--- config.mk ---
export PLATFORM = sky130hd
export DESIGN_NAME = tcw_ctrl
export DESIGN_NICKNAME = d
export VERILOG_FILES = /design/src/sv/assert_macros.svh /design/src/sv/tcw_pkg.sv /design/src/sv/tcw_ctrl.sv
export SDC_FILE = /design/constraint.sdc
export NUM_CORES = 1
export LEC_CHECK = 0
export ABC_CLOCK_PERIOD_IN_PS = 4300
export BUFFER_PORTS_ARGS = -buffer_cell sky130_fd_sc_hd__clkbuf_2
export CORE_MARGIN = 1.5
export CORE_UTILIZATION = 48
export DETAILED_ROUTE_END_ITERATION = 10
export PLACE_DENSITY = 0.78
export SLEW_MARGIN = 20
export SYNTH_ARGS = -nofsm -noshare
export SYNTH_HDL_FRONTEND = slang
export SYNTH_SLANG_ARGS = --single-unit
--- constraint.sdc ---
create_clock -name aclk -period 4.3 [get_ports aclk]
set_input_delay 0.645 -clock aclk [delete_from_list [all_inputs] [get_ports aclk]]
set_output_delay 0.645 -clock aclk [all_outputs]
set_load 0.005 [all_outputs]
--- src/sv/assert_macros.svh ---
// Assertion macros shared by the console RTL.
// No dependencies; included by files that carry concurrent assertions.
`ifndef ASSERT_MACROS_SVH
`define ASSERT_MACROS_SVH

// Clocked property, masked while reset is asserted.
`define TCW_ASSERT(label, clk, rstn, prop, msg) \
    label: assert property (@(posedge clk) disable iff (!rstn) prop) \
        else $error(msg);

// Clocked property that is checked through reset as well.
`define TCW_ASSERT_ALWAYS(label, clk, prop, msg) \
    label: assert property (@(posedge clk) prop) else $error(msg);

`endif

--- src/sv/tcw_pkg.sv ---
// Shared constants, codes and types of the text console writer.
// No dependencies; used by every tcw_* module and the top level.
`timescale 1ns / 1ps

package tcw_pkg;

    // Screen geometry
    localparam int COLUMNS   = 80;
    localparam int ROWS      = 25;
    localparam int CELLS     = COLUMNS * ROWS;
    localparam int LAST_BASE = (ROWS - 1) * COLUMNS;
    localparam int COL_W     = $clog2(COLUMNS);
    localparam int ROW_W     = $clog2(ROWS);
    localparam int ADDR_W    = $clog2(CELLS);

    // Field widths of the beats
    localparam int ACTION_W = 2;
    localparam int CHAR_W   = 8;
    localparam int INDEX_W  = 11;
    localparam int LOC_W    = 11;
    localparam int ATTR_W   = 8;
    localparam int CELL_W   = ATTR_W + CHAR_W;

    localparam logic [ATTR_W-1:0] ATTR_RESET   = 8'h0F;
    localparam logic [CHAR_W-1:0] SPACE_CHAR   = 8'h20;
    localparam logic [CHAR_W-1:0] PRINT_MAX    = 8'h7F;
    localparam logic [CHAR_W-1:0] NEWLINE_CHAR = 8'h0A;

    // Action codes
    localparam logic [ACTION_W-1:0] ACT_PUT   = 2'd0;
    localparam logic [ACTION_W-1:0] ACT_CLEAR = 2'd1;
    localparam logic [ACTION_W-1:0] ACT_READ  = 2'd2;

    typedef enum logic [2:0] {
        ST_IDLE,
        ST_EXEC,
        ST_SWEEP,
        ST_DRAIN,
        ST_FINISH
    } state_t;

    typedef struct packed {
        logic              we;
        logic [ADDR_W-1:0] waddr;
        logic [CELL_W-1:0] wdata;
        logic              re;
        logic [ADDR_W-1:0] raddr;
    } mem_cmd_t;

    typedef struct packed {
        logic home;
        logic newline;
        logic advance;
    } cur_cmd_t;

    typedef struct packed {
        logic [ADDR_W-1:0] loc;
        logic              scroll;
    } cur_stat_t;

endpackage

--- src/sv/tcw_ctrl.sv ---
// Sequencer: decodes one item, runs the shared sweep counter for clear and
// scroll, and drives the buffer and cursor. Depends on tcw_pkg.
`timescale 1ns / 1ps

module tcw_ctrl (
    input  logic                           aclk,
    input  logic                           aresetn,
    input  logic                           in_valid,
    output logic                           in_ready,
    input  logic [tcw_pkg::ACTION_W-1:0]   in_action,
    input  logic [tcw_pkg::CHAR_W-1:0]     in_char_code,
    input  logic [tcw_pkg::INDEX_W-1:0]    in_cell_index,
    input  logic [tcw_pkg::ATTR_W-1:0]     attr,
    input  logic                           out_free,
    input  tcw_pkg::cur_stat_t             cur_stat,
    output tcw_pkg::cur_cmd_t              cur_cmd,
    output tcw_pkg::mem_cmd_t              mem_cmd,
    input  logic [tcw_pkg::CELL_W-1:0]     rd_data,
    output logic                           res_load,
    output logic [tcw_pkg::CELL_W-1:0]     res_data
);

    localparam logic [tcw_pkg::ADDR_W-1:0] LAST_CELL =
        tcw_pkg::ADDR_W'(tcw_pkg::CELLS - 1);
    localparam logic [tcw_pkg::ADDR_W-1:0] COPY_END =
        tcw_pkg::ADDR_W'(tcw_pkg::LAST_BASE);

    tcw_pkg::state_t                state_reg, state_next;
    logic [tcw_pkg::ACTION_W-1:0]   act_reg, act_next;
    logic [tcw_pkg::CHAR_W-1:0]     char_reg, char_next;
    logic [tcw_pkg::INDEX_W-1:0]    idx_reg, idx_next;
    logic                           read_ok_reg, read_ok_next;
    logic [tcw_pkg::ADDR_W-1:0]     cnt_reg, cnt_next;
    logic                           scroll_reg, scroll_next;
    logic [tcw_pkg::ATTR_W-1:0]     sweep_attr_reg, sweep_attr_next;
    logic                           has_result_reg, has_result_next;
    logic                           pend_valid_reg, pend_valid_next;
    logic [tcw_pkg::ADDR_W-1:0]     pend_addr_reg, pend_addr_next;
    logic                           pend_ram_reg, pend_ram_next;
    logic                           printable;
    logic                           newline;
    logic                           sweep_copy;

    always_comb begin
        printable  = char_reg inside {[tcw_pkg::SPACE_CHAR : tcw_pkg::PRINT_MAX]};
        newline    = (char_reg == tcw_pkg::NEWLINE_CHAR);
        sweep_copy = scroll_reg && (cnt_reg < COPY_END);
    end

    // next state
    always_comb begin
        state_next = state_reg;
        case (state_reg)
            tcw_pkg::ST_IDLE: begin
                if (in_valid) begin
                    state_next = tcw_pkg::ST_EXEC;
                end
            end
            tcw_pkg::ST_EXEC: begin
                if (act_reg == tcw_pkg::ACT_CLEAR ||
                    (act_reg == tcw_pkg::ACT_PUT && cur_stat.scroll)) begin
                    state_next = tcw_pkg::ST_SWEEP;
                end else begin
                    state_next = tcw_pkg::ST_FINISH;
                end
            end
            tcw_pkg::ST_SWEEP: begin
                if (cnt_reg == LAST_CELL) begin
                    state_next = tcw_pkg::ST_DRAIN;
                end
            end
            tcw_pkg::ST_DRAIN: begin
                state_next = has_result_reg ? tcw_pkg::ST_FINISH : tcw_pkg::ST_IDLE;
            end
            tcw_pkg::ST_FINISH: begin
                if (out_free) begin
                    state_next = tcw_pkg::ST_IDLE;
                end
            end
            default: state_next = tcw_pkg::ST_IDLE;
        endcase
    end

    // outputs
    always_comb begin
        in_ready      = 1'b0;
        res_load      = 1'b0;
        cur_cmd       = '0;
        mem_cmd.we    = pend_valid_reg;
        mem_cmd.waddr = pend_addr_reg;
        mem_cmd.wdata = pend_ram_reg ? rd_data : {sweep_attr_reg, tcw_pkg::SPACE_CHAR};
        mem_cmd.re    = 1'b0;
        mem_cmd.raddr = cnt_reg + tcw_pkg::ADDR_W'(tcw_pkg::COLUMNS);
        case (state_reg)
            tcw_pkg::ST_IDLE: begin
                in_ready = 1'b1;
            end
            tcw_pkg::ST_EXEC: begin
                case (act_reg)
                    tcw_pkg::ACT_PUT: begin
                        if (printable) begin
                            mem_cmd.we      = 1'b1;
                            mem_cmd.waddr   = cur_stat.loc;
                            mem_cmd.wdata   = {attr, char_reg};
                            cur_cmd.advance = 1'b1;
                        end else if (newline) begin
                            cur_cmd.newline = 1'b1;
                        end
                    end
                    tcw_pkg::ACT_CLEAR: begin
                        cur_cmd.home = 1'b1;
                    end
                    tcw_pkg::ACT_READ: begin
                        mem_cmd.re    = read_ok_reg;
                        mem_cmd.raddr = tcw_pkg::ADDR_W'(idx_reg);
                    end
                    default: ;
                endcase
            end
            tcw_pkg::ST_SWEEP: begin
                mem_cmd.re = sweep_copy;
            end
            tcw_pkg::ST_FINISH: begin
                res_load = out_free;
            end
            default: ;
        endcase
        res_data = read_ok_reg ? rd_data : '0;
    end

    // datapath registers
    always_comb begin
        act_next        = act_reg;
        char_next       = char_reg;
        idx_next        = idx_reg;
        read_ok_next    = read_ok_reg;
        scroll_next     = scroll_reg;
        sweep_attr_next = sweep_attr_reg;
        has_result_next = has_result_reg;
        cnt_next        = '0;
        pend_valid_next = 1'b0;
        pend_addr_next  = cnt_reg;
        pend_ram_next   = sweep_copy;
        if (state_reg == tcw_pkg::ST_IDLE && in_valid) begin
            act_next     = in_action;
            char_next    = in_char_code;
            idx_next     = in_cell_index;
            read_ok_next = (in_action == tcw_pkg::ACT_READ) &&
                           (32'(in_cell_index) < tcw_pkg::CELLS);
        end
        if (state_reg == tcw_pkg::ST_EXEC) begin
            scroll_next     = (act_reg == tcw_pkg::ACT_PUT);
            sweep_attr_next = attr;
            has_result_next = 1'b1;
        end
        if (state_reg == tcw_pkg::ST_SWEEP) begin
            // one cell per cycle; the write lands in the cycle after the read
            cnt_next        = cnt_reg + 1'b1;
            pend_valid_next = 1'b1;
        end
    end

    always_ff @(posedge aclk) begin
        if (!aresetn) begin
            // power-up clearing pass through the whole buffer
            state_reg      <= tcw_pkg::ST_SWEEP;
            cnt_reg        <= '0;
            scroll_reg     <= 1'b0;
            sweep_attr_reg <= tcw_pkg::ATTR_RESET;
            has_result_reg <= 1'b0;
            pend_valid_reg <= 1'b0;
            read_ok_reg    <= 1'b0;
        end else begin
            state_reg      <= state_next;
            cnt_reg        <= cnt_next;
            scroll_reg     <= scroll_next;
            sweep_attr_reg <= sweep_attr_next;
            has_result_reg <= has_result_next;
            pend_valid_reg <= pend_valid_next;
            read_ok_reg    <= read_ok_next;
        end
    end

    always_ff @(posedge aclk) begin
        act_reg       <= act_next;
        char_reg      <= char_next;
        idx_reg       <= idx_next;
        pend_addr_reg <= pend_addr_next;
        pend_ram_reg  <= pend_ram_next;
    end

endmodule

# Yosys cells after proc, flatten, opt, wreduce, memory -nomap -nowiden

Cells that the tools add are included.

Add/sub/neg operators: 2
Order comparisons: 4
Eq/ne operators: 12
Muxes and demuxes: 23
Reduce and logical (&&, ||, !) cells: 10

Operators by type and width:

| operator                                                        | count |
|---|---|
| two-way mux 28 bit                                              | 3 |
| two-way mux 16 bit                                              | 2 |
| less-than comparator 11 bit (second input constant)             | 2 |
| two-way mux 3 bit                                               | 6 |
| case mux 3 bit (5 select lines)                                 | 1 |
| two-way mux 12 bit                                              | 1 |
| adder 11 x 1 -> 11 bit (second input constant)                  | 1 |
| adder 11 x 7 -> 11 bit (second input constant)                  | 1 |
| == test 11 bit (second input constant)                          | 1 |
| two-way mux 11 bit                                              | 1 |
| == test 8 x 4 -> 1 bit (second input constant)                  | 1 |
| >= comparator 8 x 6 -> 1 bit (second input constant)            | 1 |
| less-or-equal comparator 8 x 7 -> 1 bit (second input constant) | 1 |
| two-way mux 1 bit                                               | 7 |
| == test 3 x 2 -> 1 bit (second input constant)                  | 2 |
| inequality test 2 bit (second input constant)                   | 3 |
| logical AND 1 bit                                               | 5 |
| == test 2 bit (second input constant)                           | 2 |
| == test 3 x 1 -> 1 bit (second input constant)                  | 1 |
| == test 3 bit (second input constant)                           | 1 |
| zero test 3 bit                                                 | 1 |
| AND reduction 3 bit                                             | 1 |
| == test 2 x 1 -> 1 bit (second input constant)                  | 1 |
| zero test 2 bit                                                 | 1 |
| other kinds (4)                                                 | 4 |

Register bits: 59
Bits of input ports: 61
Output and inout port bits: 61
Logic and storage cells: 63

# Longest topological paths before layout

Depth after elaboration: 5
Mapped depth: 6
Mapped depth without buffers: 5

# Worst setup path before layout

OpenSTA, ideal clock, no wires.

Path type: input to register
Start point: input port in_valid
End point: register read_ok_reg
Library setup time: 0.085 ns
Arrival: 3.538 ns
Data required time: 4.215 ns
Path slack: 0.678 ns
Stages on the path: 3
Buffers on the path: 0
Path through: nor4b_1 > o21ai_0 > o22ai_1

Cells in the longest elaborated chain, start to end: 1

Ends and longest elaborated chain:

| what                 | RTL line        | RTL |
|---|---|---|
| start, declared      | tcw_ctrl.sv:8   | `input logic in_valid,` |
| logical AND 1 bit    | tcw_ctrl.sv:144 | `if (state_reg == tcw_pkg::ST_IDLE && in_valid) begin` |
| end signal, assigned | tcw_ctrl.sv:180 | `read_ok_reg <= read_ok_next;` |
| end, declared        | tcw_ctrl.sv:32  | `logic read_ok_reg, read_ok_next;` |

Every way passes these cells.
A chain may end at the register's enable or synchronous reset.

==> run metrics <==
status completed; share of post-route cells with drive strength above 1 0.453; DRT Pass-1 Iters 6; Hold Crit Depth 0; main combinational cell family by area after synthesis simple AND/OR/NAND/NOR gates; cell-internal power 0.000990 W; synth warn 0; average size of a mapped cell 10.6 um2; Total GRT Usage 0.195; Vias 2298; Worst EP required 3.65 ns; Net Sw Frac 0.193; Reg clk slew, reported paths 0.06 ns; CTS Buf Count 9; static leakage 1.73 nW; setup TNS 0 ns; ys async rst share 0; Hold WC Path Type flop to flop; P_sw 0.000236 W; Clock Tree Buf Depth 2; Flop pwr share 0.479; WP data arrival 2.30 ns; RD Place Congestion 0.915; Cells after Synth 269; largest net degree at the start of global routing 30; Max-slew headroom 0.572; sequential area share after synthesis 0.489; power per cell area 329 nW/um2; Synth Flop Type dfxtp_1; Initial DRC Count 120; Total Routed Length 6080 um; CTS resizes 0; I/O Pins 122; CTS tree built; fmax 339 MHz; Gate power share 0.043; final setup violating endpoints 0; adder-cell share of the synthesized area 0.0132; GRT met2 Usage 0.317; Final Hold Vio Count 0; Initial Util 0.507; Worst path slowest cell or3b_1; critical path's largest stage delay 0.63 ns; Final min period 2.95 ns; Simple-Gate Fraction of Synth Area 0.176; Yosys cell types 47; multiplexer share of the synthesized area 0.173; Clock Latency Late Sink 0.33 ns; GRT met1 Usage 0.244; utilization after layout 0.665; first-pass GRT wire length 9520 um; CP Max Fanout 16; Worst Setup End Kind primary output; r2r worst-path depth 3; die area 6390 um2; CTS root buf clkbuf_8; area fraction in compound gates after synthesis 0.0801; core box area 5610 um2; DP Worst Slack 1.72 ns; met3 GRT Util 0.0526; vias in the first global route 2024; MaxCap Viol Count 0; Ant. Diodes 0; final setup margin 1.35 ns; Core Rows 27; # DRC 0; xor and xnor area share after synthesis 0.0246; Die H 80.0 um; Slew @ Worst Pin 0.641 ns; Critical Path Source Type flop; crit-path cells or3b_1 > or2_4 > mux2_4 > clkbuf_2; initial antenna violation count 0; Chip Width 80.0 um; Sink Count 59; RSZ-0062 raised after global routing false; number of synthesized flops with an enable pin 21; placed cell count 449; crit path kind flop to primary output; Syn Std Cell Area 2840 um2; Synth-to-Final Area Change 31.1%; Detail Route Antenna Nets 0; Net Count, Synth 333; final std cells w/o fill 465; Final Max Tran Viols 0; Worst Hold Slack 0.405 ns; synthesis-stage register bit count 59; H-tree levels 3; Worst VDD drop 335 uV; fin crit share 0.686; NumNets Final 452; Port-buffer cells 121; hold_buf cts 0; hpwl dp 4650 um; busiest metal layer after global routing met2; Clock Power Share 0.478; Post-CTS Repair Setup Buffers 0; vias per inst 4.94; total grt overflow 0; wire per inst 13.1 um; Setup Skew 0.00836 ns
worst paths after layout:
path | start | endpoint | slack, ns
min | cnt_reg[1] | pend_addr_reg[1] | 0.41
min reg2reg | cnt_reg[1] | pend_addr_reg[1] | 0.41
max | state_reg[0] | mem_cmd[7] | 1.35
max reg2reg | state_reg[0] | scroll_reg | 2.57
cells by family after synthesis:
| logic type | Yosys count |
|---|---|
| adder cells (fa/ha/maj) | 3 |
| multiplexers | 42 |
| XOR/XNOR | 8 |
| flip-flops | 59 |
| AO/OA/AOI/OAI | 35 |
| buffers and inverters | 29 |
| AND/OR/NAND/NOR | 93 |
stage by stage:
| stage | power, W | instance area [um2] |
|---|---|---|
| 2_1_floorplan | 0.000614 | 2840 |
| 3_3_place_gp | 0.000651 | 3490 |
| 3_5_place_dp | 0.000653 | 3490 |
| 4_1_cts | 0.00124 | 3730 |
| 5_1_grt | 0.00127 | 3730 |
| 6_report | 0.00123 | 3730 |
final cells by class:
class,instances,area [um2]
fill,480,1880
sequential,59,1390
multi-input combinational,181,1330
timing repair buffer,124,628
clock buffer,12,166
tap,72,90.1
clock inverter,4,70.1
inverter,13,48.8
worst max-delay path: cells and delay by family, from the launching register on:
family | cells | cell delay [ns]
buffers and inverters | 1 | 0.11
muxes | 1 | 0.32
DFF | 1 | 0.48
and+or+nand+nor | 2 | 1.06
metal layers:
| metal | part of all wire | vias to the layer above | wire length [um] |
|---|---|---|---|
| met2 | 0.48 | 65 | 2900 |
| met5 | 0 | - | 0 |
| met1 | 0.46 | 1030 | 2780 |
| met4 | 0.0099 | 0 | 60 |
| li1 | - | 1198 | - |
| met3 | 0.055 | 5 | 337 |
cells in the final DEF, fill, tap and decap left out, drive strengths merged, types with 8 or more instances in the layout:
| cell type | netlist | layout |
|---|---|---|
| o21ai | 9 | 9 |
| a21oi | 8 | 8 |
| mux2 | 36 | 36 |
| clkbuf | 9 | 133 |
| dfxtp | 38 | 38 |
| edfxtp | 21 | 21 |
| nand3 | 9 | 9 |
| and2 | 17 | 17 |
| nand2 | 27 | 27 |
| inv | 13 | 13 |
cell usage after synthesis, drive strengths merged, types with 4 or more instances:
| library cell | count | share of area |
|---|---|---|
| dfxtp | 38 | 0.27 |
| nand3 | 9 | 0.016 |
| or3 | 5 | 0.011 |
| mux2i | 6 | 0.021 |
| a21oi | 8 | 0.014 |
| buf | 7 | 0.015 |
| a21boi | 5 | 0.013 |
| xnor2 | 5 | 0.015 |
| nand4 | 4 | 0.0088 |
| nand2 | 27 | 0.036 |
| o21ai | 9 | 0.016 |
| clkbuf | 9 | 0.012 |
| nor3 | 5 | 0.0088 |
| inv | 13 | 0.017 |
| mux2 | 36 | 0.15 |
| nor2 | 7 | 0.0092 |
| and2 | 17 | 0.037 |
| edfxtp | 21 | 0.22 |
power groups by stage:
| stage | combinational [W] | clock [W] | sequential (W) |
|---|---|---|---|
| 6_report | 0.0000525 | 0.000587 | 0.000587 |
| 2_1_floorplan | 0.0000156 | 0 | 0.000598 |
| 3_3_place_gp | 0.0000512 | 0 | 0.000599 |
| 4_1_cts | 0.0000531 | 0.000598 | 0.000587 |
| 5_1_grt | 0.0000582 | 0.000621 | 0.000588 |
| 3_5_place_dp | 0.0000529 | 0 | 0.000600 |
Note: power is estimated with default switching activity, not from simulation.
