<file path="src/sv/assert_macros.svh">
// Assertion macros shared by the console RTL.
// No dependencies; included by files that carry concurrent assertions.
`ifndef ASSERT_MACROS_SVH
`define ASSERT_MACROS_SVH

// Clocked property, masked while reset is asserted.
`define TCW_ASSERT(label, clk, rstn, prop, msg) \
    label: assert property (@(posedge clk) disable iff (!rstn) prop) \
        else $error(msg);

// Clocked property that is checked through reset as well.
`define TCW_ASSERT_ALWAYS(label, clk, prop, msg) \
    label: assert property (@(posedge clk) prop) else $error(msg);

`endif

</file>
<file path="src/sv/tcw_pkg.sv">
// Shared constants, codes and types of the text console writer.
// No dependencies; used by every tcw_* module and the top level.
`timescale 1ns / 1ps

package tcw_pkg;

    // Screen geometry
    localparam int COLUMNS   = 80;
    localparam int ROWS      = 25;
    localparam int CELLS     = COLUMNS * ROWS;
    localparam int LAST_BASE = (ROWS - 1) * COLUMNS;
    localparam int COL_W     = $clog2(COLUMNS);
    localparam int ROW_W     = $clog2(ROWS);
    localparam int ADDR_W    = $clog2(CELLS);

    // Field widths of the beats
    localparam int ACTION_W = 2;
    localparam int CHAR_W   = 8;
    localparam int INDEX_W  = 11;
    localparam int LOC_W    = 11;
    localparam int ATTR_W   = 8;
    localparam int CELL_W   = ATTR_W + CHAR_W;

    localparam logic [ATTR_W-1:0] ATTR_RESET   = 8'h0F;
    localparam logic [CHAR_W-1:0] SPACE_CHAR   = 8'h20;
    localparam logic [CHAR_W-1:0] PRINT_MAX    = 8'h7F;
    localparam logic [CHAR_W-1:0] NEWLINE_CHAR = 8'h0A;

    // Action codes
    localparam logic [ACTION_W-1:0] ACT_PUT   = 2'd0;
    localparam logic [ACTION_W-1:0] ACT_CLEAR = 2'd1;
    localparam logic [ACTION_W-1:0] ACT_READ  = 2'd2;

    typedef enum logic [2:0] {
        ST_IDLE,
        ST_EXEC,
        ST_SWEEP,
        ST_DRAIN,
        ST_FINISH
    } state_t;

    typedef struct packed {
        logic              we;
        logic [ADDR_W-1:0] waddr;
        logic [CELL_W-1:0] wdata;
        logic              re;
        logic [ADDR_W-1:0] raddr;
    } mem_cmd_t;

    typedef struct packed {
        logic home;
        logic newline;
        logic advance;
    } cur_cmd_t;

    typedef struct packed {
        logic [ADDR_W-1:0] loc;
        logic              scroll;
    } cur_stat_t;

endpackage

</file>
<file path="src/sv/tcw_cursor.sv">
// Cursor column, row and linear location, updated per command.
// Depends on tcw_pkg.
`timescale 1ns / 1ps

module tcw_cursor (
    input  logic                aclk,
    input  logic                aresetn,
    input  tcw_pkg::cur_cmd_t   cmd,
    output tcw_pkg::cur_stat_t  stat
);

    logic [tcw_pkg::COL_W-1:0]  col_reg, col_next;
    logic [tcw_pkg::ROW_W-1:0]  row_reg, row_next;
    logic [tcw_pkg::ADDR_W-1:0] loc_reg, loc_next;
    logic                       at_last_row;
    logic                       at_row_end;
    logic                       line_end;

    always_comb begin
        at_last_row = (row_reg == tcw_pkg::ROW_W'(tcw_pkg::ROWS - 1));
        at_row_end  = (col_reg == tcw_pkg::COL_W'(tcw_pkg::COLUMNS - 1));
        line_end    = cmd.newline || (cmd.advance && at_row_end);
        col_next    = col_reg;
        row_next    = row_reg;
        loc_next    = loc_reg;
        if (cmd.home) begin
            col_next = '0;
            row_next = '0;
            loc_next = '0;
        end else if (line_end) begin
            col_next = '0;
            if (at_last_row) begin
                // scroll keeps the cursor on the bottom row
                loc_next = tcw_pkg::ADDR_W'(tcw_pkg::LAST_BASE);
            end else begin
                row_next = row_reg + 1'b1;
                loc_next = loc_reg - tcw_pkg::ADDR_W'(col_reg)
                         + tcw_pkg::ADDR_W'(tcw_pkg::COLUMNS);
            end
        end else if (cmd.advance) begin
            col_next = col_reg + 1'b1;
            loc_next = loc_reg + 1'b1;
        end
    end

    always_ff @(posedge aclk) begin
        if (!aresetn) begin
            col_reg <= '0;
            row_reg <= '0;
            loc_reg <= '0;
        end else begin
            col_reg <= col_next;
            row_reg <= row_next;
            loc_reg <= loc_next;
        end
    end

    assign stat.loc    = loc_reg;
    assign stat.scroll = line_end && at_last_row;

endmodule

</file>
<file path="config.mk">
export PLATFORM = sky130hd
export DESIGN_NAME = tcw_cursor
export DESIGN_NICKNAME = d
export VERILOG_FILES = /design/src/sv/assert_macros.svh /design/src/sv/tcw_pkg.sv /design/src/sv/tcw_cursor.sv
export SDC_FILE = /design/constraint.sdc
export NUM_CORES = 1
export LEC_CHECK = 0
export ABC_CLOCK_PERIOD_IN_PS = 2500
export BUFFER_PORTS_ARGS = -buffer_cell sky130_fd_sc_hd__buf_2
export CAP_MARGIN = 10
export CELL_PAD_IN_SITES_DETAIL_PLACEMENT = 2
export CELL_PAD_IN_SITES_GLOBAL_PLACEMENT = 2
export CORE_MARGIN = 8
export CORE_UTILIZATION = 36
export CTS_BUF_LIST = sky130_fd_sc_hd__clkbuf_8
export CTS_CLUSTER_SIZE = 28
export DETAILED_ROUTE_END_ITERATION = 10
export GPL_TIMING_DRIVEN = 0
export PLACE_DENSITY_LB_ADDON = 0.1
export SLEW_MARGIN = 20
export SYNTH_ARGS = -nofsm -noshare
export SYNTH_HDL_FRONTEND = slang
export SYNTH_SLANG_ARGS = --single-unit
</file>
<file path="constraint.sdc">
create_clock -name aclk -period 2.5 [get_ports aclk]
set_clock_uncertainty 0.1 [all_clocks]
set_input_delay 0.5 -clock aclk [delete_from_list [all_inputs] [get_ports aclk]]
set_output_delay 0.5 -clock aclk [all_outputs]
set_load 0.02 [all_outputs]
</file>
# After elaboration in Yosys (flattened, before gate mapping)
# Index checks and enable logic that the tools add are counted.
# W data, S select, Z words.
dict set report op_classes {
  n_addsub 5
  multipliers 0
  div_mod_pow 0
  n_lt_le_gt_ge 0
  n_eq_ne 2
  shifts 0
  mux 3
  bitwise 2
  reduce_logical 7
}
# op n
set ops {}
lappend ops {{$mux W11} 3}
lappend ops {{$add A11 B1 Y11 const B} 1}
lappend ops {{$add A11 B7 Y11 const B} 1}
lappend ops {{$sub A11 B7 Y11} 1}
lappend ops {{$add A7 B1 Y7 const B} 1}
lappend ops {{$eq A7 B7 Y1 const B} 1}
lappend ops {{$add A5 B1 Y5 const B} 1}
lappend ops {{$eq A5 B5 Y1 const B} 1}
lappend ops {{$reduce_or A3 Y1} 1}
lappend ops {{$logic_and A1 B1 Y1} 2}
lappend ops {{$not A1 Y1} 2}
lappend ops {{$reduce_and A2 Y1} 1}
lappend ops {{$reduce_bool A2 Y1} 1}
lappend ops {{$reduce_or A2 Y1} 1}
lappend ops {{$logic_or A1 B1 Y1} 1}
dict set report totals {
  ff_bits 23
  latchBits 0
  mem_bits_rw 0
  mem_bits_ro 0
  input_bits 5
  out_inout_bits 12
  n_memories 0
}

# Logic depth before layout (Yosys ltp)
# Gate-level depths: netlist of run 1.
dict set report depth {
  depth_word 4
  ltp_mapped 12
  mapped_depth_nobuf 12
}

# Worst setup path after synthesis of run 1
# No wires, ideal clock.
dict set report synth_path {
  path_kind {reg-to-reg}
  from {register loc_reg[0] in the netlist's numbering}
  to {register loc_reg[7] in the netlist's numbering}
  setup_ns 0.086
  arrival_ns 2.132
  required_ns 2.314
  setup_slack_ns 0.181
  stages_incl_launch_ff 13
  n_path_buf 0
  synth_period_minus_slack_ns 2.319
  path_cell_list {dfxtp_1 inv_1 ha_1 inv_1 ha_1 inv_1 fa_1 nor2b_1 o21ai_1 a21oi_1 nor2_1 xor2_1 a221oi_2}
}
dict set report synth_via {
  elab_chain_len 4
  word_cells_on_any_way 6
}
# element line_no
set synth_lines {}
lappend synth_lines {{start, declared} tcw_cursor.sv:14} ;# logic [tcw_pkg::ADDR_W-1:0] loc_reg, loc_next;
lappend synth_lines {{start signal, assigned} tcw_cursor.sv:54} ;# loc_reg <= loc_next;
lappend synth_lines {{$sub A11 B7 Y11} tcw_cursor.sv:37} ;# loc_next = loc_reg - tcw_pkg::ADDR_W'(col_reg)
lappend synth_lines {{$add A11 B7 Y11} tcw_cursor.sv:38} ;# + tcw_pkg::ADDR_W'(tcw_pkg::COLUMNS);
lappend synth_lines {{$mux W11} tcw_cursor.sv:32} ;# if (at_last_row) begin
lappend synth_lines {{$mux W11 *} tcw_cursor.sv:30} ;# end else if (line_end) begin
# Every way passes the cells marked *; elsewhere a longest branch is shown, timed or not. The select of a mux whose other input is x is not followed.
# A chain may end at the register's enable or synchronous reset.

# Worst setup path after layout of run 1
dict set report layout_path {
  from {register col_reg[1] in the netlist's numbering}
  to {register loc_reg[7] in the netlist's numbering}
}
dict set report layout_via {
  elab_chain_len 4
  word_cells_on_any_way 8
}
# element line_no
set layout_lines {}
lappend layout_lines {{start, declared} tcw_cursor.sv:12} ;# logic [tcw_pkg::COL_W-1:0] col_reg, col_next;
lappend layout_lines {{start signal, assigned} tcw_cursor.sv:52} ;# col_reg <= col_next;
lappend layout_lines {{$sub A11 B7 Y11 or $eq A7 B7 Y1 (tied branches)} {tcw_cursor.sv:37, tcw_cursor.sv:21}}
lappend layout_lines {{$add A11 B7 Y11 or $logic_and A1 B1 Y1 (tied branches)} {tcw_cursor.sv:38, tcw_cursor.sv:22}}
lappend layout_lines {{$mux W11 or $logic_or A1 B1 Y1 (tied branches)} {tcw_cursor.sv:32, tcw_cursor.sv:22}}
lappend layout_lines {{$mux W11 or $reduce_bool A2 Y1 (tied branches)} --}
# Parallel ways exist; a longest one is shown, timed or not.

==> results.cfg, run 1 <==
[worst_setup_path]
slowest_stage = dfxtp_2
max_stage_delay_ns = 0.36
worstPathRequired_ns = 2.59
crit_arrival_ns = 2.47
worstSetupStartpointType = flip-flop
r2r_start = col_reg[1]
crit_chain = inv_1, ha_1, ha_1, inv_1, fa_2, nor2b_1, o21ai_2, a21oi_2, nor2_1, xor2_1, a221oi_2
critical_path.startpoint = col_reg[1]
criticalPathCategory = reg -> reg
endpoint_kind = flip-flop
crit_path_max_fanout = 4

[cells_and_area]
fill_cells = 547
antennaDiodeCount = 0
register_area_um2 = 468
layoutNonFillerInstCount = 283
final_cell_mix = nor2_1 (27), ha_1 (21), inv_1 (20), dfxtp_1 (19), nand2_1 (18)
drive_above_1_share_pct = 18.8
largest_reg_flops = 11
fin_util_pct = 42.0
final_nets = 258
final_common_cell = nor2_1
area_growth_pct = 14.2
multiInputGateArea_um2 = 1190

[placement]
routabilityCongestion = 0.784
hpwlAfterDp_um = 4030
dp.cells = 279
port_buffers = 15

[power]
totalPowerFinal_w = 0.000807
power_leakage_nw = 0.769
vdd_drop_max_mv = 0.227
p_per_area_nw_per_um2 = 413

[cts]
clockBufferDepth = 2
cts-hold-fix-buffers = 0
cts_buffers = 3
htreeDepth = 1
cts.sinks = 23
clockRootBuffer = clkbuf_8
clock_latency_ns = 0.27
cts_tree = yes
clk_pin_slew_worst_paths_ns = 0.09

[timing]
drv_slew = 0
min_period_ns = 2.38
rsz0062_at_grt = yes
max_freq_mhz = 420
hold_viol_final = 0
setup_tns_ns = 0
tightest_slew_ns = 0.655
slew_headroom_pct = 56.2
fin_crit_sh_pct = 95.2
final-setup-viol-count = 0

[run]
maxCapViolCount = 0

[synth]
syn_inst = 210
synthArstFlopShare_pct = 0
synth_cell_types = 42
synth_area_um2 = 1710
syn_nets = 238
ys.flop_type = dfxtp_1
seq_area_frac_synth_pct = 26.9
ys_warn_count = 0
synth_edf_count = 0
syn_avg_cell_area_um2 = 8.16
synth.top_cell.area_share_pct = 26.9
synth.area.top_cells = dfxtp_1 (27%), ha_1 (16%), nor2_1 (5.9%)
ys_seq_elements = 23
synth_area_leader_cell = dfxtp_1

[global_route]
grt_pass1_wl_um = 8900
grt_max_degree = 14
grt.total_usage_pct = 15.2
antenna_found_initial = 0
grt_overflow = 0
grt_pass1_vias = 1841

[floorplanning]
coreArea_um2 = 4660
die_x_um = 85.0
die-area_um2 = 7220
initial_core_util_pct = 36.8
die_h_um = 85.0
ios = 17
rows = 25

[route]
via_count = 1592
first_pass_iters = 4
drt-wirelength-per-cell_um = 18.3
ant_nets = 0
drt_iter0_drc = 31
wl_um = 5170
viasPerCell = 5.63
drc_errors = 0

[min_path]
hp-start = row_reg[1]
hp-class = reg -> reg

[outcome]
outcome = finished, final reports clean
-- cell families after synthesis --
family	synth area share, %
DFF	26.9
xor gates and xnor gates	9.72
muxes	0.584
adders and majority gates	17.2
AOI/OAI and AO/OA	18.7
buffers and inverters	6.57
and+or+nand+nor	20.3
-- power by group --
part / total [W] / switching (W) / internal, W
sequential: 0.000388 / 0.0000126 / 0.000375
combinational: 0.000175 / 0.000103 / 0.0000718
clock: 0.000245 / 0.000134 / 0.000112
-- cells in the mapped netlist (2+ instances only) --
| cell type | count |
|---|---|
| nor3_1 | 4 |
| clkbuf_1 | 2 |
| dfxtp_1 | 23 |
| inv_1 | 20 |
| nand3_1 | 7 |
| xnor2_1 | 11 |
| nor4_1 | 2 |
| a31oi_1 | 2 |
| xor2_1 | 8 |
| o21ai_1 | 3 |
| o21ai_0 | 8 |
| o221ai_1 | 3 |
| a21oi_1 | 14 |
| a221oi_2 | 3 |
| nand2_1 | 18 |
| ha_1 | 22 |
| o32ai_1 | 2 |
| buf_6 | 2 |
| nor2b_1 | 4 |
| nor2_1 | 27 |
| nand4_1 | 4 |
-- metal layers --
layer  global-route usage, %  up-vias  share of wire (%)
met4                    4.37        0                1.9
li1                        -      770                  -
met2                    29.3       21                 54
met5                       0        -                  0
met3                    2.70        6                2.8
met1                    16.1      795                 42
-- worst paths after layout --
path	endpoint	slack, ns	depth (start not counted)
max	loc_reg[7]	0.12	11
min	row_reg[1]	0.41	2
max reg2reg	loc_reg[7]	0.12	11
min reg2reg	row_reg[1]	0.41	2
-- critical path, delay by kind of cell (launching register included) --
family | cells | cell delay [ns]
AOI/OAI and AO/OA | 3 | 0.50
xor gates and xnor gates | 1 | 0.16
adders and majority gates | 3 | 0.81
buffers and inverters | 2 | 0.12
DFF | 1 | 0.36
and+or+nand+nor | 2 | 0.24
-- through the flow --
step           worst slack [ns]  area, um^2  hold slack [ns]
6_report                  0.121        1960            0.409
5_1_grt                -0.00448        1960            0.454
4_1_cts                 0.00911        1920            0.424
3_5_place_dp            -0.0292        1860            0.410
3_3_place_gp             0.0756        1860            0.383
2_1_floorplan             0.181        1710            0.366
-- final cells by class --
class                      count  share of cell area [%]
clock buffer                   3                    2.11
sequential                    23                    23.9
multi-input combinational    162                    60.7
tap                           54                    3.45
clock inverter                 1                   0.256
timing repair buffer          15                    3.84
buffer                         5                    1.92
inverter                      20                    3.84
-- timing repair --
action	CTS	global route
pin swaps	1	3
buffers inserted	0	0
resized for setup	4	10
setup endpoints to repair	3	6
Note: power is estimated with default switching activity, not from simulation.
==> run 2: changes to the inputs <==
--- a/config.mk
+++ b/config.mk
@@ -11,8 +11,7 @@
 export CELL_PAD_IN_SITES_DETAIL_PLACEMENT = 2
 export CELL_PAD_IN_SITES_GLOBAL_PLACEMENT = 2
 export CORE_MARGIN = 8
-export CORE_UTILIZATION = 36
-export CTS_BUF_LIST = sky130_fd_sc_hd__clkbuf_8
+export CORE_UTILIZATION = 35
 export CTS_CLUSTER_SIZE = 28
 export DETAILED_ROUTE_END_ITERATION = 10
 export GPL_TIMING_DRIVEN = 0
==> run 2 against run 1 <==
  * Clock power up 3%
  * Largest power group unchanged
  * Combinational power about the same
  * First-iteration DRC count up 9.7%
  * Highest routed layer unchanged
  * Setup slack worse by 0.021 ns
  * Global-route usage down 1.1 points
  * Register-to-register slack worse by 0.02 ns
  * Critical endpoint is now loc_reg[8]
  * Flip-flop and latch count unchanged
  * Core utilization down 0.40 points
  * Largest cell class unchanged
  * Count of clock-buffer cells in the layout unchanged
==> results.cfg, run 2 (synthesis results as in run 1) <==
[floorplanning]
die-area_um2 = 7390
ios = 17
coreArea_um2 = 4720
die_x_um = 86.0
rows = 25
die_h_um = 86.0
initial_core_util_pct = 36.3

[worst_setup_path]
crit_arrival_ns = 2.49
max_stage_delay_ns = 0.45
cp_common_cell = ha_1
worstSetupStartpointType = flip-flop
endpoint_kind = flip-flop
path_buf_inv = 0
critical_path.top_delay_family = compound AO/OA/AOI/OAI gates
crit_path_max_fanout = 6
worstPathRequired_ns = 2.59
slowest_stage = dfxtp_1
criticalPathCategory = reg -> reg
crit_chain = ha_1, ha_1, a211oi_1, o21bai_1, a21oi_2, nor2_1, xnor2_1, a221oi_2

[timing]
slew_headroom_pct = 57.3
rsz0062_at_grt = yes
tightest_slew_ns = 0.639
final-setup-viol-count = 0
max_freq_mhz = 417
hold_viol_final = 0
drv_slew = 0
min_period_ns = 2.40
setup_ws_ns = 0.0993
fin_crit_sh_pct = 96.0

[placement]
hpwlAfterDp_um = 4000
routabilityCongestion = 0.773
port_buffers = 15
place_ws_ns = -0.0274
place_area_um2 = 1870

[outcome]
outcome = finished, final reports clean

[cells_and_area]
final_nets = 259
drive_above_1_share_pct = 18.3
final_cell_mix = nor2_1 (27), ha_1 (21), inv_1 (20), dfxtp_1 (20), nand2_1 (18)
antennaDiodeCount = 0
final_common_cell = nor2_1
largest_reg_flops = 11
area_growth_pct = 14.6
post-route-cell-area_um2 = 1960

[global_route]
grt_overflow = 0
grt_pass1_wl_um = 8270
grt.total_usage_pct = 14.1
grt_max_degree = 14
antenna_found_initial = 0
grt_pass1_vias = 1700

[route]
drt-wirelength-per-cell_um = 17.2
viasPerCell = 5.30
ant_nets = 0
drc_errors = 0
first_pass_iters = 4
drt_iter0_drc = 34
via_count = 1575
wl_um = 5110

[cts]
clk_pin_slew_worst_paths_ns = 0.10
clockBufferDepth = 2
cts_buffers = 3
htreeDepth = 1
clockRootBuffer = clkbuf_8
cts-hold-fix-buffers = 0
cts_tree = yes
clock_latency_ns = 0.28
cts.sinks = 23

[power]
vdd_drop_max_mv = 0.202
power_leakage_nw = 0.777
p_per_area_nw_per_um2 = 414

[run]
maxCapViolCount = 0

[min_path]
hp-class = in -> reg
==> run 2: per-layer routing <==
| layer | up-vias | routed length, um | track usage, % |
|---|---|---|---|
| met2 | 20 | 2790 | 26.7 |
| met4 | 0 | 32 | 3.34 |
| li1 | 773 | - | - |
| met3 | 4 | 175 | 2.48 |
| met1 | 778 | 2110 | 15.5 |
| met5 | - | 0 | 0 |
==> run 2: path summary, 6_finish.rpt <==
kind	cells after the start	slack, ns	endpoint	start
max	8	0.1	loc_reg[8]	loc_reg[2]
min	3	0.40	col_reg[0]	cmd[0]
min reg2reg	2	0.42	row_reg[1]	row_reg[1]
max reg2reg	8	0.1	loc_reg[8]	loc_reg[2]
==> run 2: repair_timing <==
item	4_1_cts	5_1_grt
pin swaps	1	1
setup endpoints to repair	2	6
resized for setup	4	7
setup buffers	0	1
==> run 2: cell type report <==
| type | count | area (um^2) |
|---|---|---|
| inverters | 20 | 75.1 |
| well taps | 67 | 83.8 |
| clock inverters | 1 | 5.00 |
| plain buffers | 5 | 37.5 |
| flip-flops and latches | 23 | 467 |
| repair buffers | 16 | 82.6 |
| fillers | 562 | 2760 |
| multi-input cells | 162 | 1170 |
| clock buffers | 3 | 41.3 |
==> run 2: where the power goes <==
part | total, W | switching (W) | leakage (nW) | internal [W]
combinational | 0.000174 | 0.000103 | 0.564 | 0.0000717
clock | 0.000252 | 0.000141 | 0.0255 | 0.000112
sequential | 0.000387 | 0.0000119 | 0.188 | 0.000375
total | 0.000813 | 0.000255 | 0.777 | 0.000558
==> run 2: worst min-delay path, delay by kind of cell <==
family | cells | cell delay, ns
xor gates and xnor gates | 1 | 0.07
and+or+nand+nor | 1 | 0.07
buffers and inverters | 1 | 0.10
==> run 2: per-stage QoR <==
| stage | setup TNS [ns] | instances | util (%) | hold WS [ns] | power (W) |
|---|---|---|---|---|---|
| after floorplan | 0 | 210 | - | 0.366 | 0.000514 |
| after global placement | 0 | 292 | 39.6 | 0.383 | 0.000555 |
| after detailed placement | -0.0274 | 292 | 39.6 | 0.402 | 0.000563 |
| after CTS | 0 | 296 | 40.9 | 0.403 | 0.000826 |
| after global routing | -0.0356 | 297 | 41.6 | 0.420 | 0.000862 |
| final | 0 | 297 | 41.6 | 0.400 | 0.000813 |
==> run 3: changes to the inputs <==
--- a/config.mk
+++ b/config.mk
@@ -5,13 +5,13 @@
 export SDC_FILE = /design/constraint.sdc
 export NUM_CORES = 1
 export LEC_CHECK = 0
-export ABC_CLOCK_PERIOD_IN_PS = 2500
+export ABC_CLOCK_PERIOD_IN_PS = 2800
 export BUFFER_PORTS_ARGS = -buffer_cell sky130_fd_sc_hd__buf_2
 export CAP_MARGIN = 10
 export CELL_PAD_IN_SITES_DETAIL_PLACEMENT = 2
 export CELL_PAD_IN_SITES_GLOBAL_PLACEMENT = 2
 export CORE_MARGIN = 8
-export CORE_UTILIZATION = 35
+export CORE_UTILIZATION = 38
 export CTS_CLUSTER_SIZE = 28
 export DETAILED_ROUTE_END_ITERATION = 10
 export GPL_TIMING_DRIVEN = 0
==> constraint.sdc (replaced) <==
create_clock -name aclk -period 2.8 [get_ports aclk]
set_clock_uncertainty 0.1 [all_clocks]
set_input_delay 0.56 -clock aclk [delete_from_list [all_inputs] [get_ports aclk]]
set_output_delay 0.56 -clock aclk [all_outputs]
set_load 0.02 [all_outputs]
==> run 3 against run 2 <==
  * Setup slack improved by 0.15 ns
  * Total power decreased by 13%
  * Via count decreased by 0.44%
  * Final cell count shrank 5.4%
  * Critical path depth increased by 4
  * Hold slack better by 0.0065 ns
  * Non-clock buffer count is 1 lower
  * First-iteration DRC count up 74%
==> results.cfg, run 3 (synthesis results as in run 1) <==
[floorplanning]
coreArea_um2 = 4350
die-area_um2 = 6910
die_h_um = 83.1
die_x_um = 83.1
rows = 24
initial_core_util_pct = 39.3
ios = 17

[route]
ant_nets = 0
drt-wirelength-per-cell_um = 17.8
drc_errors = 0
first_pass_iters = 4
viasPerCell = 5.58
via_count = 1568
wl_um = 4990
drt_iter0_drc = 59

[timing]
drv_slew = 0
tightest_slew_ns = 0.583
setup_tns_ns = 0
rsz0062_at_grt = no
max_freq_mhz = 393
fin_crit_sh_pct = 90.9
hold_viol_final = 0
slew_headroom_pct = 61.0
min_period_ns = 2.55
final-setup-viol-count = 0

[min_path]
holdPathStages = 2
hp-class = reg -> reg

[cells_and_area]
largest_reg_flops = 11
final_nets = 258
final_common_cell = nor2_1
layoutNonFillerInstCount = 281
antennaDiodeCount = 0
area_growth_pct = 10.8
fill_cells = 510
fin_util_pct = 43.6
drive_above_1_share_pct = 13.5
final_cell_mix = nor2_1 (27), dfxtp_1 (23), ha_1 (22), inv_1 (20), nand2_1 (18)

[cts]
clockRootBuffer = clkbuf_8
cts.sinks = 23
clockBufferDepth = 2
clock_latency_ns = 0.27
clk_pin_slew_worst_paths_ns = 0.09
htreeDepth = 1
cts_setup_buffers = 0
cts-hold-fix-buffers = 0
cts_tree = yes
cts_resized = 0
cts_buffers = 3

[power]
p_per_area_nw_per_um2 = 375
power_leakage_nw = 0.761
totalPowerFinal_w = 0.000711
vdd_drop_max_mv = 0.162

[global_route]
grt.total_usage_pct = 14.5
grt_overflow = 0
grt_pass1_vias = 1736
antenna_found_initial = 0
grt_max_degree = 13
grt_pass1_wl_um = 8460

[worst_setup_path]
worstPathRequired_ns = 2.89
r2r_cells = 12
criticalPathCategory = reg -> reg
crit_arrival_ns = 2.64
worstSetupStartpointType = flip-flop
crit_path_max_fanout = 6
endpoint_kind = flip-flop

[placement]
dp.cells = 277
port_buffers = 15
hpwlAfterDp_um = 4080
routabilityCongestion = 0.760

[outcome]
outcome = finished, final reports clean

[run]
maxCapViolCount = 0
[run 3: critical path, stage by stage (launching register included)]
cell      delay (ns)
dfxtp_1         0.43
inv_1           0.08
ha_1            0.20
inv_1           0.05
ha_1            0.20
inv_1           0.08
fa_1            0.40
nor2b_1         0.14
o21ai_1         0.10
a21oi_1         0.24
nor2_1          0.08
xor2_1          0.15
a221oi_2        0.21
[run 3: power breakdown]
part | leakage [nW] | switching, W | total (W) | internal [W]
registers | 0.186 | 0.0000113 | 0.000346 | 0.000335
clock network | 0.0228 | 0.000115 | 0.000217 | 0.000102
logic | 0.552 | 0.0000885 | 0.000149 | 0.0000603
[run 3: metal layers]
metal  part of all wire (%)  vias up  GRT usage (%)
met5                      0        -              0
met4                    1.4        0           4.31
met3                    3.0        8           2.73
met2                     49       25           24.9
met1                     47      767           17.7
li1                       -      768              -
[run 3: path summary, 6_finish.rpt]
| path | slack, ns | from | endpoint |
|---|---|---|---|
| max reg2reg | 0.25 | loc_reg[0] | loc_reg[7] |
| max | 0.25 | loc_reg[0] | loc_reg[7] |
| min reg2reg | 0.41 | row_reg[1] | row_reg[1] |
| min | 0.41 | row_reg[1] | row_reg[1] |
[run 3: area by class of cell]
class / instances / area [um^2] / area share [%]
multi-input combinational: 162 / 1140 / 60.1
sequential: 23 / 460 / 24.3
timing repair buffer: 15 / 75.1 / 3.96
inverter: 20 / 75.1 / 3.96
tap: 52 / 65.1 / 3.43
clock buffer: 4 / 45.0 / 2.37
buffer: 5 / 37.5 / 1.98
[run 3: metrics by stage]
step           cell area [um^2]  hold slack, ns  setup WS, ns
2_1_floorplan              1710           0.366         0.481
3_3_place_gp               1850           0.380         0.363
3_5_place_dp               1850           0.400         0.267
4_1_cts                    1900           0.413         0.231
5_1_grt                    1900           0.442       0.00873
6_report                   1900           0.407         0.253
